===== src/design/prctab_pkg.sv =====
// Shared constants, codes and types of the page retire counter table.
`default_nettype none
package prctab_pkg;

    // Address layout
    localparam int PAGE_SHIFT    = 12;
    localparam int SEGMENT_SHIFT = 20;
    localparam int ADDR_W        = 48;
    localparam int PN_W          = 36;
    localparam int PIS_W         = SEGMENT_SHIFT - PAGE_SHIFT;

    // Field widths
    localparam int CNT_W      = 16;
    localparam int CAP_W      = 12;
    localparam int SHARD_W    = 8;
    localparam int SLOT_W     = 12;
    localparam int MODE_W     = 2;
    localparam int STATUS_W   = 3;
    localparam int CFG_IDX_W  = 1;
    localparam int CFG_DATA_W = 12;

    // Bit counter width for the serial home-slot reduction over a page number
    localparam int PN_BIT_W = $clog2(PN_W);

    localparam logic [CNT_W-1:0]   CNT_MAX     = '1;
    localparam logic [CAP_W-1:0]   CAP_RESET   = 12'd256;
    localparam logic [SHARD_W-1:0] SHARD_RESET = 8'd0;

    // Item modes
    localparam logic [MODE_W-1:0] MODE_ADD   = 2'd0;
    localparam logic [MODE_W-1:0] MODE_CLEAR = 2'd1;
    localparam logic [MODE_W-1:0] MODE_READ  = 2'd2;

    // Register indexes
    localparam logic [CFG_IDX_W-1:0] CFG_PAGE_CAPACITY = 1'b0;
    localparam logic [CFG_IDX_W-1:0] CFG_SHARD_ID      = 1'b1;

    // Result status codes
    typedef enum logic [STATUS_W-1:0] {
        ST_COUNTED    = 3'd0,
        ST_RETIRED    = 3'd1,
        ST_DROPPED    = 3'd2,
        ST_FULL_KEPT  = 3'd3,
        ST_TABLE_FULL = 3'd4,
        ST_CLEARED    = 3'd5,
        ST_SLOT_KEPT  = 3'd6,
        ST_SLOT_EMPTY = 3'd7
    } status_t;

    // One table slot
    typedef struct packed {
        logic             valid;
        logic             retired;
        logic [CNT_W-1:0] count;
        logic [PN_W-1:0]  key;
    } entry_t;

    // Sequencer states
    typedef enum logic [2:0] {
        S_CLEAR,
        S_IDLE,
        S_HASH,
        S_PROBE,
        S_SLOT,
        S_EMIT
    } state_t;

endpackage
`default_nettype wire


===== src/design/prctab_mod.sv =====
// Home-slot unit: page number modulo the table depth.
`default_nettype none
module prctab_mod #(
    parameter int TABLE_DEPTH = 4096
) (
    input  wire logic                             aclk,
    input  wire logic                             aresetn,
    input  wire logic                             start,
    input  wire logic [prctab_pkg::PN_W-1:0]      pn,
    output logic                                  done,
    output logic [$clog2(TABLE_DEPTH)-1:0]        home
);

    localparam int IDX_W = $clog2(TABLE_DEPTH);

    generate
        if ((TABLE_DEPTH & (TABLE_DEPTH - 1)) == 0) begin : g_mask
            // Power-of-two depth: the low bits are the remainder
            logic             done_reg;
            logic [IDX_W-1:0] home_reg;

            always_ff @(posedge aclk) begin
                if (!aresetn) begin
                    done_reg <= 1'b0;
                end else begin
                    done_reg <= start;
                end
            end

            always_ff @(posedge aclk) begin
                if (start) begin
                    home_reg <= pn[IDX_W-1:0];
                end
            end

            assign done = done_reg;
            assign home = home_reg;
        end else begin : g_serial
            // Restoring remainder, one page-number bit a cycle, MSB first
            localparam logic [IDX_W:0] DEPTH_C = (IDX_W + 1)'(TABLE_DEPTH);

            logic                              busy_reg, busy_next;
            logic                              done_reg, done_next;
            logic [prctab_pkg::PN_BIT_W-1:0]   bit_reg, bit_next;
            logic [prctab_pkg::PN_W-1:0]       sh_reg, sh_next;
            logic [IDX_W-1:0]                  rem_reg, rem_next;
            logic [IDX_W:0]                    trial;

            always_comb begin
                trial     = {rem_reg, sh_reg[prctab_pkg::PN_W-1]};
                busy_next = busy_reg;
                done_next = 1'b0;
                bit_next  = bit_reg;
                sh_next   = sh_reg;
                rem_next  = rem_reg;
                if (start) begin
                    busy_next = 1'b1;
                    bit_next  = prctab_pkg::PN_BIT_W'(prctab_pkg::PN_W - 1);
                    sh_next   = pn;
                    rem_next  = '0;
                end else if (busy_reg) begin
                    if (trial >= DEPTH_C) begin
                        rem_next = IDX_W'(trial - DEPTH_C);
                    end else begin
                        rem_next = trial[IDX_W-1:0];
                    end
                    sh_next  = {sh_reg[prctab_pkg::PN_W-2:0], 1'b0};
                    bit_next = bit_reg - 1'b1;
                    if (bit_reg == '0) begin
                        busy_next = 1'b0;
                        done_next = 1'b1;
                    end
                end
            end

            always_ff @(posedge aclk) begin
                if (!aresetn) begin
                    busy_reg <= 1'b0;
                    done_reg <= 1'b0;
                end else begin
                    busy_reg <= busy_next;
                    done_reg <= done_next;
                end
            end

            always_ff @(posedge aclk) begin
                bit_reg <= bit_next;
                sh_reg  <= sh_next;
                rem_reg <= rem_next;
            end

            assign done = done_reg;
            assign home = rem_reg;
        end
    endgenerate

endmodule
`default_nettype wire


===== config.mk =====
export PLATFORM = sky130hd
export DESIGN_NAME = prctab_mod
export DESIGN_NICKNAME = d
export VERILOG_FILES = /design/src/design/prctab_pkg.sv /design/src/design/prctab_mod.sv
export SDC_FILE = /design/constraint.sdc
export NUM_CORES = 1
export LEC_CHECK = 0
export BUFFER_PORTS_ARGS = -buffer_cell sky130_fd_sc_hd__buf_2
export CAP_MARGIN = 20
export CORE_MARGIN = 3
export CORE_UTILIZATION = 28
export CTS_CLUSTER_DIAMETER = 40
export DETAILED_ROUTE_END_ITERATION = 16
export PLACE_DENSITY = 0.74
export SLEW_MARGIN = 20
export SYNTH_ARGS = -nofsm -noshare
export SYNTH_HDL_FRONTEND = slang
export SYNTH_SLANG_ARGS = --single-unit

===== constraint.sdc =====
create_clock -name aclk -period 0.8 [get_ports aclk]
set_input_delay 0.24 -clock aclk [delete_from_list [all_inputs] [get_ports aclk]]
set_output_delay 0.24 -clock aclk [all_outputs]
set_load 0.01 [all_outputs]

Word level (Yosys, flattened, before mapping)
Index checks and enable logic that the tools add are counted.
{"block": "totals", "register_bits": 13, "wordCells": 2, "ramBits": 0, "input_bits": 39, "output_inout_bits": 13, "latch_bits": 0, "mem_bits_ro": 0, "n_memories": 0}
{"block": "op_classes", "n_reduce_logical": 0, "n_mul": 0, "n_addsub": 0, "shifts": 0, "muxes": 0, "n_bitwise": 0, "n_eq_ne": 0, "div": 0, "magnitude_cmp": 0}

Depth between registers and ports, before layout
Gate-level depths: netlist (run 1).
{"block": "logic_depth", "ltp_word": 0, "ltp_mapped": 1, "mapped_depth_nobuf": 1}

Worst setup path after synthesis (run 1)
OpenSTA, ideal clock, no wires.
{"block": "synth_path", "path_type": "reg-to-output", "from": "register g_mask.home_reg[0] (netlist: home[0])", "to": "output port home[0]", "path_stages_with_launch": 1, "path_slack_ns": 0.166, "arrival_time_ns": 0.394, "required_ns": 0.560, "path_buffers": 0, "path_cell_list": "edfxtp_1"}
{"element": "from (decl)", "line": "prctab_mod.sv:20", "source": "logic [IDX_W-1:0] home_reg;"}
{"element": "from (signal assigned)", "line": "prctab_mod.sv:32", "source": "home_reg <= pn[IDX_W-1:0];"}
{"element": "to (decl)", "line": "prctab_mod.sv:11", "source": "output logic [$clog2(TABLE_DEPTH)-1:0] home"}
No word-level cell between the ends.

Final worst setup path (run 1)
{"block": "layout_path", "from": "register g_mask.home_reg[10] (netlist: home[10])", "to": "output port home[10]"}
No word-level cell between the ends.

==> results of run 1 <==
area by class of cell:
class                   count  area [µm²]
well taps                  14       17.52
clock inverters             1       5.005
repair buffers             27       141.4
flip-flops and latches     13       381.6
fillers                   117       626.9
clock buffers               3       22.52
multi-input cells           1       6.256
where the power goes:
group	switching, mW	leakage (nW)	internal (mW)
clock	0.201	0.0177	0.185
sequential	0.0107	0.126	0.799
combinational	0.0617	0.111	0.0602
layer usage:
layer  wire (µm)  up-vias  track usage, %
li1            -      117               -
met1         234      101           7.278
met2         380       10           11.50
met3          64        0           2.966
met4           0        0           7.229
met5           0        -               0
final timing paths:
kind / from / endpoint / slack [ns] / cells after the start
max: home[10]$_DFFE_PP_ / home[10] / -0.23 / 1
min: pn[0] / home[0]$_DFFE_PP_ / 0.14 / 1
metrics by stage:
| step | setup slack, ns | hold WS [ns] | std cells | power (mW) |
|---|---|---|---|---|
| floorplan | 0.1662 | 0.3389 | 14 | 0.8587 |
| global placement | -0.02655 | 0.4175 | 55 | 0.9420 |
| detailed placement | -0.03637 | 0.4183 | 55 | 0.9472 |
| CTS | -0.2504 | 0.1292 | 59 | 1.343 |
| global route | -0.2762 | 0.1194 | 59 | 1.383 |
| finish | -0.2289 | 0.1424 | 59 | 1.317 |
cells in the final DEF, fill, tap and decap left out:
cell                       instances
sky130_fd_sc_hd__clkinv_2          1
sky130_fd_sc_hd__and2_1            1
sky130_fd_sc_hd__dfxtp_2           1
sky130_fd_sc_hd__clkbuf_4          3
sky130_fd_sc_hd__buf_2            26
sky130_fd_sc_hd__edfxtp_1         12
sky130_fd_sc_hd__buf_6             1
what timing repair did:
| action | in CTS | in global routing |
|---|---|---|
| endpoints found under the setup margin | 13 | 13 |
| resized for setup | 0 | 2 |
| pin swaps | 0 | 0 |
cells by family (layout without fill, tap and decap cells):
family,Yosys count,in the layout,share of synthesized area [%]
flops,13,13,98.38
simple gates,1,1,1.619
buf+inv,0,31,0
==> results by stage, run 1 <==
Run status:
- The flow ran to the end, but the final reports show violations.
- The checks that failed: negative setup slack.

Logic synthesis:
- Yosys attributes the largest share of cell area to sky130_fd_sc_hd__edfxtp_1, sky130_fd_sc_hd__dfxtp_1, sky130_fd_sc_hd__and2_1.
- The most common flop cell mapped by yosys is sky130_fd_sc_hd__edfxtp_1.
- In the synthesized netlist the async set-or-reset flop fraction comes to 0%.
- The area share of the largest cell type after synthesis is ~93%.
- The proportion of synthesized chip area in sequential cells is 98.38%.
- The warning count from the yosys run is 0.
- By count the netlist is led by sky130_fd_sc_hd__edfxtp_1, sky130_fd_sc_hd__and2_1, sky130_fd_sc_hd__dfxtp_1.
- The number of unique standard cell types used by synthesis is 3.
- After synthesis the netlist holds a flip-flop and latch count of 13.
- The mean post-synth cell area is 27.62 µm².
- The number of enable flip-flop cells after synthesis is 12.
- Counting every instance in the synthesized netlist gives 14.
- The number of nets produced by synthesis is 53.
- The most numerous cell in the Yosys netlist is sky130_fd_sc_hd__edfxtp_1.
- The mapped netlist covers between 300 and 400 µm².
- The library cell occupying the most area in the post-synthesis netlist is sky130_fd_sc_hd__edfxtp_1.

Timing:
- The relative slew slack is 81.89%.
- The number of endpoints failing setup at the final stage is 13.
- The number of hold-slack violations in the final timing report is 0.
- Across all setup checks in the final design, the least slack found is -0.2289 ns.
- Timing would allow up to a little under 1000 MHz.
- The part of the cycle the worst path needs is 128.6%.
- Setup repair after global routing could not meet its margin everywhere.
- The shortest period the worst path allows is 1.029 ns.
- The final count of pins violating max slew is 0.
- In the final timing run, aggregate negative setup slack is -2.646 ns.
- The transition time at the pin with the least slew margin is 0.2716 ns.

Global route:
- For this run, the total global-route usage over all layers was measured as 7.443%.
- The initial antenna violation count is 0.
- The sum of overflow across all layers after global routing is 0.
- The via count of the first global-routing pass is about 230.
- The pin count of the biggest net entering global routing is 14.
- The global-route wire length before repair is between 900 and 1000 µm.

Job:
- The reported max-cap violation count is 0.

Finish:
- The post-route netlist has 71.11% of its cells at a drive strength greater than 1.
- The diode insertion count for antenna repair is 0.
- The number of flip-flops under the largest register name is 12.
- Measured on the finished design, the core utilization comes to a little under half.
- The finished layout cell area is ~570 µm².
- The net count of the finished layout is 85.
- The signed area change from the synthesized netlist to the final layout is 48.54%.

CTS:
- The buffers inserted during post-CTS setup optimization is 0.
- Counting along the longest clock path gives a buffer depth of 2.
- TritonCTS built the clock tree.
- Clock tree synthesis selected as its root buffer the cell sky130_fd_sc_hd__clkbuf_4.
- The clock transition at the registers of the reported paths is approximately 0.080 ns.
- The clock buffer count from CTS is 3.
- Buffers inserted to repair hold after CTS numbered 0.
- The number of H-tree levels is 1.
- The number of sinks on the clock net is 13.

Setup path:
- In this run the worst path has a maximum fanout of 1.
- STA classifies the critical path endpoint as an output pin.
- The required time reported for the critical path endpoint is 0.56 ns.
- The critical path goes through buf_2.
- The worst setup path is launched from a flop.
- The arrival time of the worst setup path is 0.79 ns.
- Counting both buffers and inverters, the worst setup path holds a total of 1.
- The setup path with the least slack is of type flop to output pin.
- The delay of the slowest critical-path stage is 0.37 ns.
- The gate family responsible for the most delay along the worst path is flip-flops.
- The slowest cell on the critical path is sky130_fd_sc_hd__edfxtp_1.

Floorplan:
- The total number of placement rows is 12.
- The die outline height is 43.16 µm.
- The die covers approximately 1900 µm².
- In this run the count of I/O pins placed on the die edge is 52.
- The die is roughly 43 µm wide.
- The standard cell core area is around 1200 µm².
- Once the floorplan was initialized, standard cells occupied 32.19% of the core.

Placed design:
- The final weighted congestion in routability-driven placement is about 0.55.
- The count of input and output buffers is 27.
- Once placement finished, the instance area stood at 539.3 µm².

Power and ir drop:
- The leakage power is 0.2548 nW.
- The power density normalized to cell area is about 2300 nW/µm².
- The highest ir drop seen on vdd is 0.0009749 V.

Detailed routing:
- For this run, design rule violations remaining after detail routing come to 0.
- The first-pass iteration count of the detailed router is 2.
- The detailed-route via count is 228.
- The via density per instance is 3.864.
- The DRC marker count from the first detailed-route iteration is 1.
- The remaining number of nets flagged by the antenna check after routing is 0.
- The wire length reported by the detailed router is just under 700 µm.
- In the final routed layout, each cell accounts on average for about 12 µm.

Worst hold path:
- The path category of the worst min-delay check is input pin to flop.
Note: power is estimated with default switching activity, not from simulation.
==> run 2, diff against run 1 <==
Settings changed: PLACE_DENSITY 0.74 to not set, PLACE_DENSITY_LB_ADDON set to 0.12, REMOVE_ABC_BUFFERS set to 1.
==> run 2 against run 1 <==
The run still ends with negative setup slack left. Final area down 1.5%. Global-route usage rose by 0.68 points. Clock power hardly changed. Combinational power barely moved. Maximum frequency grew 0.54%. Sequential share of layout area increased by 0.81 points. Worst hold slack gained 0.00055 ns. Wire length up 0.88%. Total power shrank 0.34%. Worst setup slack gained 0.0055 ns. Via count is 1.8% higher. Count of clock-buffer cells in the layout increased by 1. Critical endpoint is now home[0]. Largest cell class unchanged.
==> results by stage, run 2 (same netlist as run 1, synthesis figures left out) <==
Timing:
- Setup repair after global routing could not meet its margin everywhere.
- The number of endpoints failing setup at the final stage came to 13 (unchanged).
- The relative slew slack is 82.04% (+0.15 points).
- The part of the cycle the worst path needs was 127.9% (-0.68 points).
- The shortest period the worst path allows is 1.023 ns (-0.005478 ns).
- The highest clock frequency the design can meet was 977.1 MHz (+0.54%).
- The transition time at the pin with the least slew margin came to 0.2694 ns (-0.002251 ns).
- The number of hold-slack violations in the final timing report is 0 (unchanged).
- The setup TNS was -2.598 ns (+0.04750 ns).
- The final count of pins violating max slew is 0 (unchanged).
- The final setup slack of the worst path is -0.2234 ns (+0.005478 ns).

Finish:
- The net count of the finished layout is 85 (unchanged).
- The fraction of layout cells with a size suffix above 1 was 66.67% (-4.4 points).
- The signed area change from the synthesized netlist to the final layout is 46.28%.
- The number of standard cells in the final layout excluding fillers is 59 (unchanged).
- The finished layout cell area was 565.5 µm² (-1.5%).
- The number of flip-flops under the largest register name is 12 (unchanged).
- The diode insertion count for antenna repair is 0 (unchanged).
- The library cell used most frequently in the layout, excluding fill and tap cells, is sky130_fd_sc_hd__buf_2.
- The top cell types in the final layout, fill and taps aside, are sky130_fd_sc_hd__buf_2, sky130_fd_sc_hd__edfxtp_1, sky130_fd_sc_hd__clkbuf_4.

Detailed routing:
- The wire length reported by the detailed router was 686 µm (+0.88%).
- The via density per instance is 3.932 (+1.8%).
- The DRC marker count from the first detailed-route iteration came to 3 (+2).
- The average wire per standard cell is 11.63 µm (+0.88%).
- The first-pass iteration count of the detailed router is 4 (+2).
- The DRC violations left is 0 (unchanged).
- The detailed-route via count came to 232 (+1.8%).
- The remaining number of nets flagged by the antenna check after routing was 0 (unchanged).

Global route:
- The sum of overflow across all layers after global routing came to 0 (unchanged).
- The global-route wire length before repair is 1041 µm (+8.6%).
- The total routing usage reported by global routing was 8.122% (+0.68 points).
- The via count of the first global-routing pass is 244 (+5.6%).
- The initial antenna violation count is 0 (unchanged).
- The pin count of the biggest net entering global routing was 14 (unchanged).

Floorplan:
- The standard cell core area is 1201 µm² (unchanged).
- The area enclosed by the die boundary came to 1863 µm² (unchanged).
- The initial standard-cell utilization of the core is 32.19% (unchanged).
- The number of primary I/O pins was 52 (unchanged).
- The total number of placement rows is 12 (unchanged).
- The die outline height is 43.16 µm (unchanged).
- The die span in x is 43.16 µm (unchanged).

Setup path:
- The arrival time of the worst setup path came to 0.78 ns (about the same).
- In this design, the largest share of critical-path delay is due to flip-flops.
- STA classifies the critical path startpoint as a flop.
- The signal on the critical path passes through buf_2.
- The worst path buffer plus inverter count is 1 (unchanged).
- The peak fanout along the critical path came to 1 (unchanged).
- The required time reported for the critical path endpoint was 0.56 ns (about the same).
- The delay of the slowest critical-path stage came to 0.37 ns (about the same).
- The slowest cell on the critical path is sky130_fd_sc_hd__edfxtp_1.
- The critical path is of the flop to output pin type.
- STA classifies the critical path endpoint as an output pin.

Job:
- The reported max-cap violation count is 0 (unchanged).

Placed design:
- The number of placed cells counting well taps came to 55 (unchanged).
- The final weighted congestion in routability-driven placement is 0.6218 (+13%).
- The total cell area at the placement stage is 539.3 µm² (unchanged).
- The count of input and output buffers is 27 (unchanged).

Power and ir drop:
- The power density normalized to cell area is 2320 nW/µm² (+1.2%).
- The leakage power is 0.2505 nW (-1.7%).
- The highest ir drop seen on vdd is 0.0009490 V (-2.7%).

CTS:
- The clock buffer count from CTS was 3 (unchanged).
- The number of H-tree levels was 1 (unchanged).
- TritonCTS built the clock tree.
- The clock transition at the registers of the reported paths is 0.07 ns (about the same).
- The root buffer cell is sky130_fd_sc_hd__clkbuf_4.
- The number of sinks on the clock net was 13 (unchanged).
- The maximum root-to-sink buffer count was 2 (unchanged).

Run status:
- The run finished, with violations left.
- The checks that failed: negative setup slack.

Worst hold path:
- The min-delay analysis places its worst path in the category input pin to flop.
-- run 2: cell types whose count changed in the layout (fill, tap and decap cells not counted) --
cell                       before  now
sky130_fd_sc_hd__clkbuf_1       0    1
sky130_fd_sc_hd__dfxtp_2        1    0
sky130_fd_sc_hd__buf_6          1    0
sky130_fd_sc_hd__dfxtp_1        0    1
sky130_fd_sc_hd__clkinv_2       1    0
sky130_fd_sc_hd__buf_2         26   27
-- run 2: layout make-up --
type                       instances  area (µm²)
clock buffer                       4       26.28
fill                             115       635.6
multi-input combinational          1       6.256
sequential                        13       380.4
tap                               14       17.52
timing repair buffer              27       135.1
-- run 2: metrics by stage --
stage	total power, mW	hold WS [ns]	setup slack (ns)	util [%]
floorplan	0.8587	0.3389	0.1662	-
global placement	0.9440	0.4174	-0.01510	44.90
detailed placement	0.9479	0.4181	-0.02912	44.90
CTS	1.332	0.1349	-0.2411	47.08
global route	1.377	0.1230	-0.2644	47.08
finish	1.312	0.1430	-0.2234	47.08
-- run 2: power by group --
part | internal (mW) | switching, mW
combinational | 0.0574 | 0.0628
sequential | 0.798 | 0.00961
clock | 0.193 | 0.191
total | 1.05 | 0.264
-- run 2: path summary, 6_finish.rpt --
path              start                 end  slack (ns)  cells after the start
max   home[0]$_DFFE_PP_             home[0]       -0.22                      1
min              pn[11]  home[11]$_DFFE_PP_        0.14                      1
-- run 2: routing by layer --
metal	wire, µm	track usage, %	up-vias
li1	-	-	116
met1	226	6.952	99
met2	365	13.57	15
met5	0	0	-
met4	17	7.229	0
met3	77	3.814	2
-- run 2: timing repair --
item,CTS,global route
cloned,0,0
setup endpoints to repair,13,13
gates resized for setup,0,0
setup buffers,0,0
hold buffers,0,0
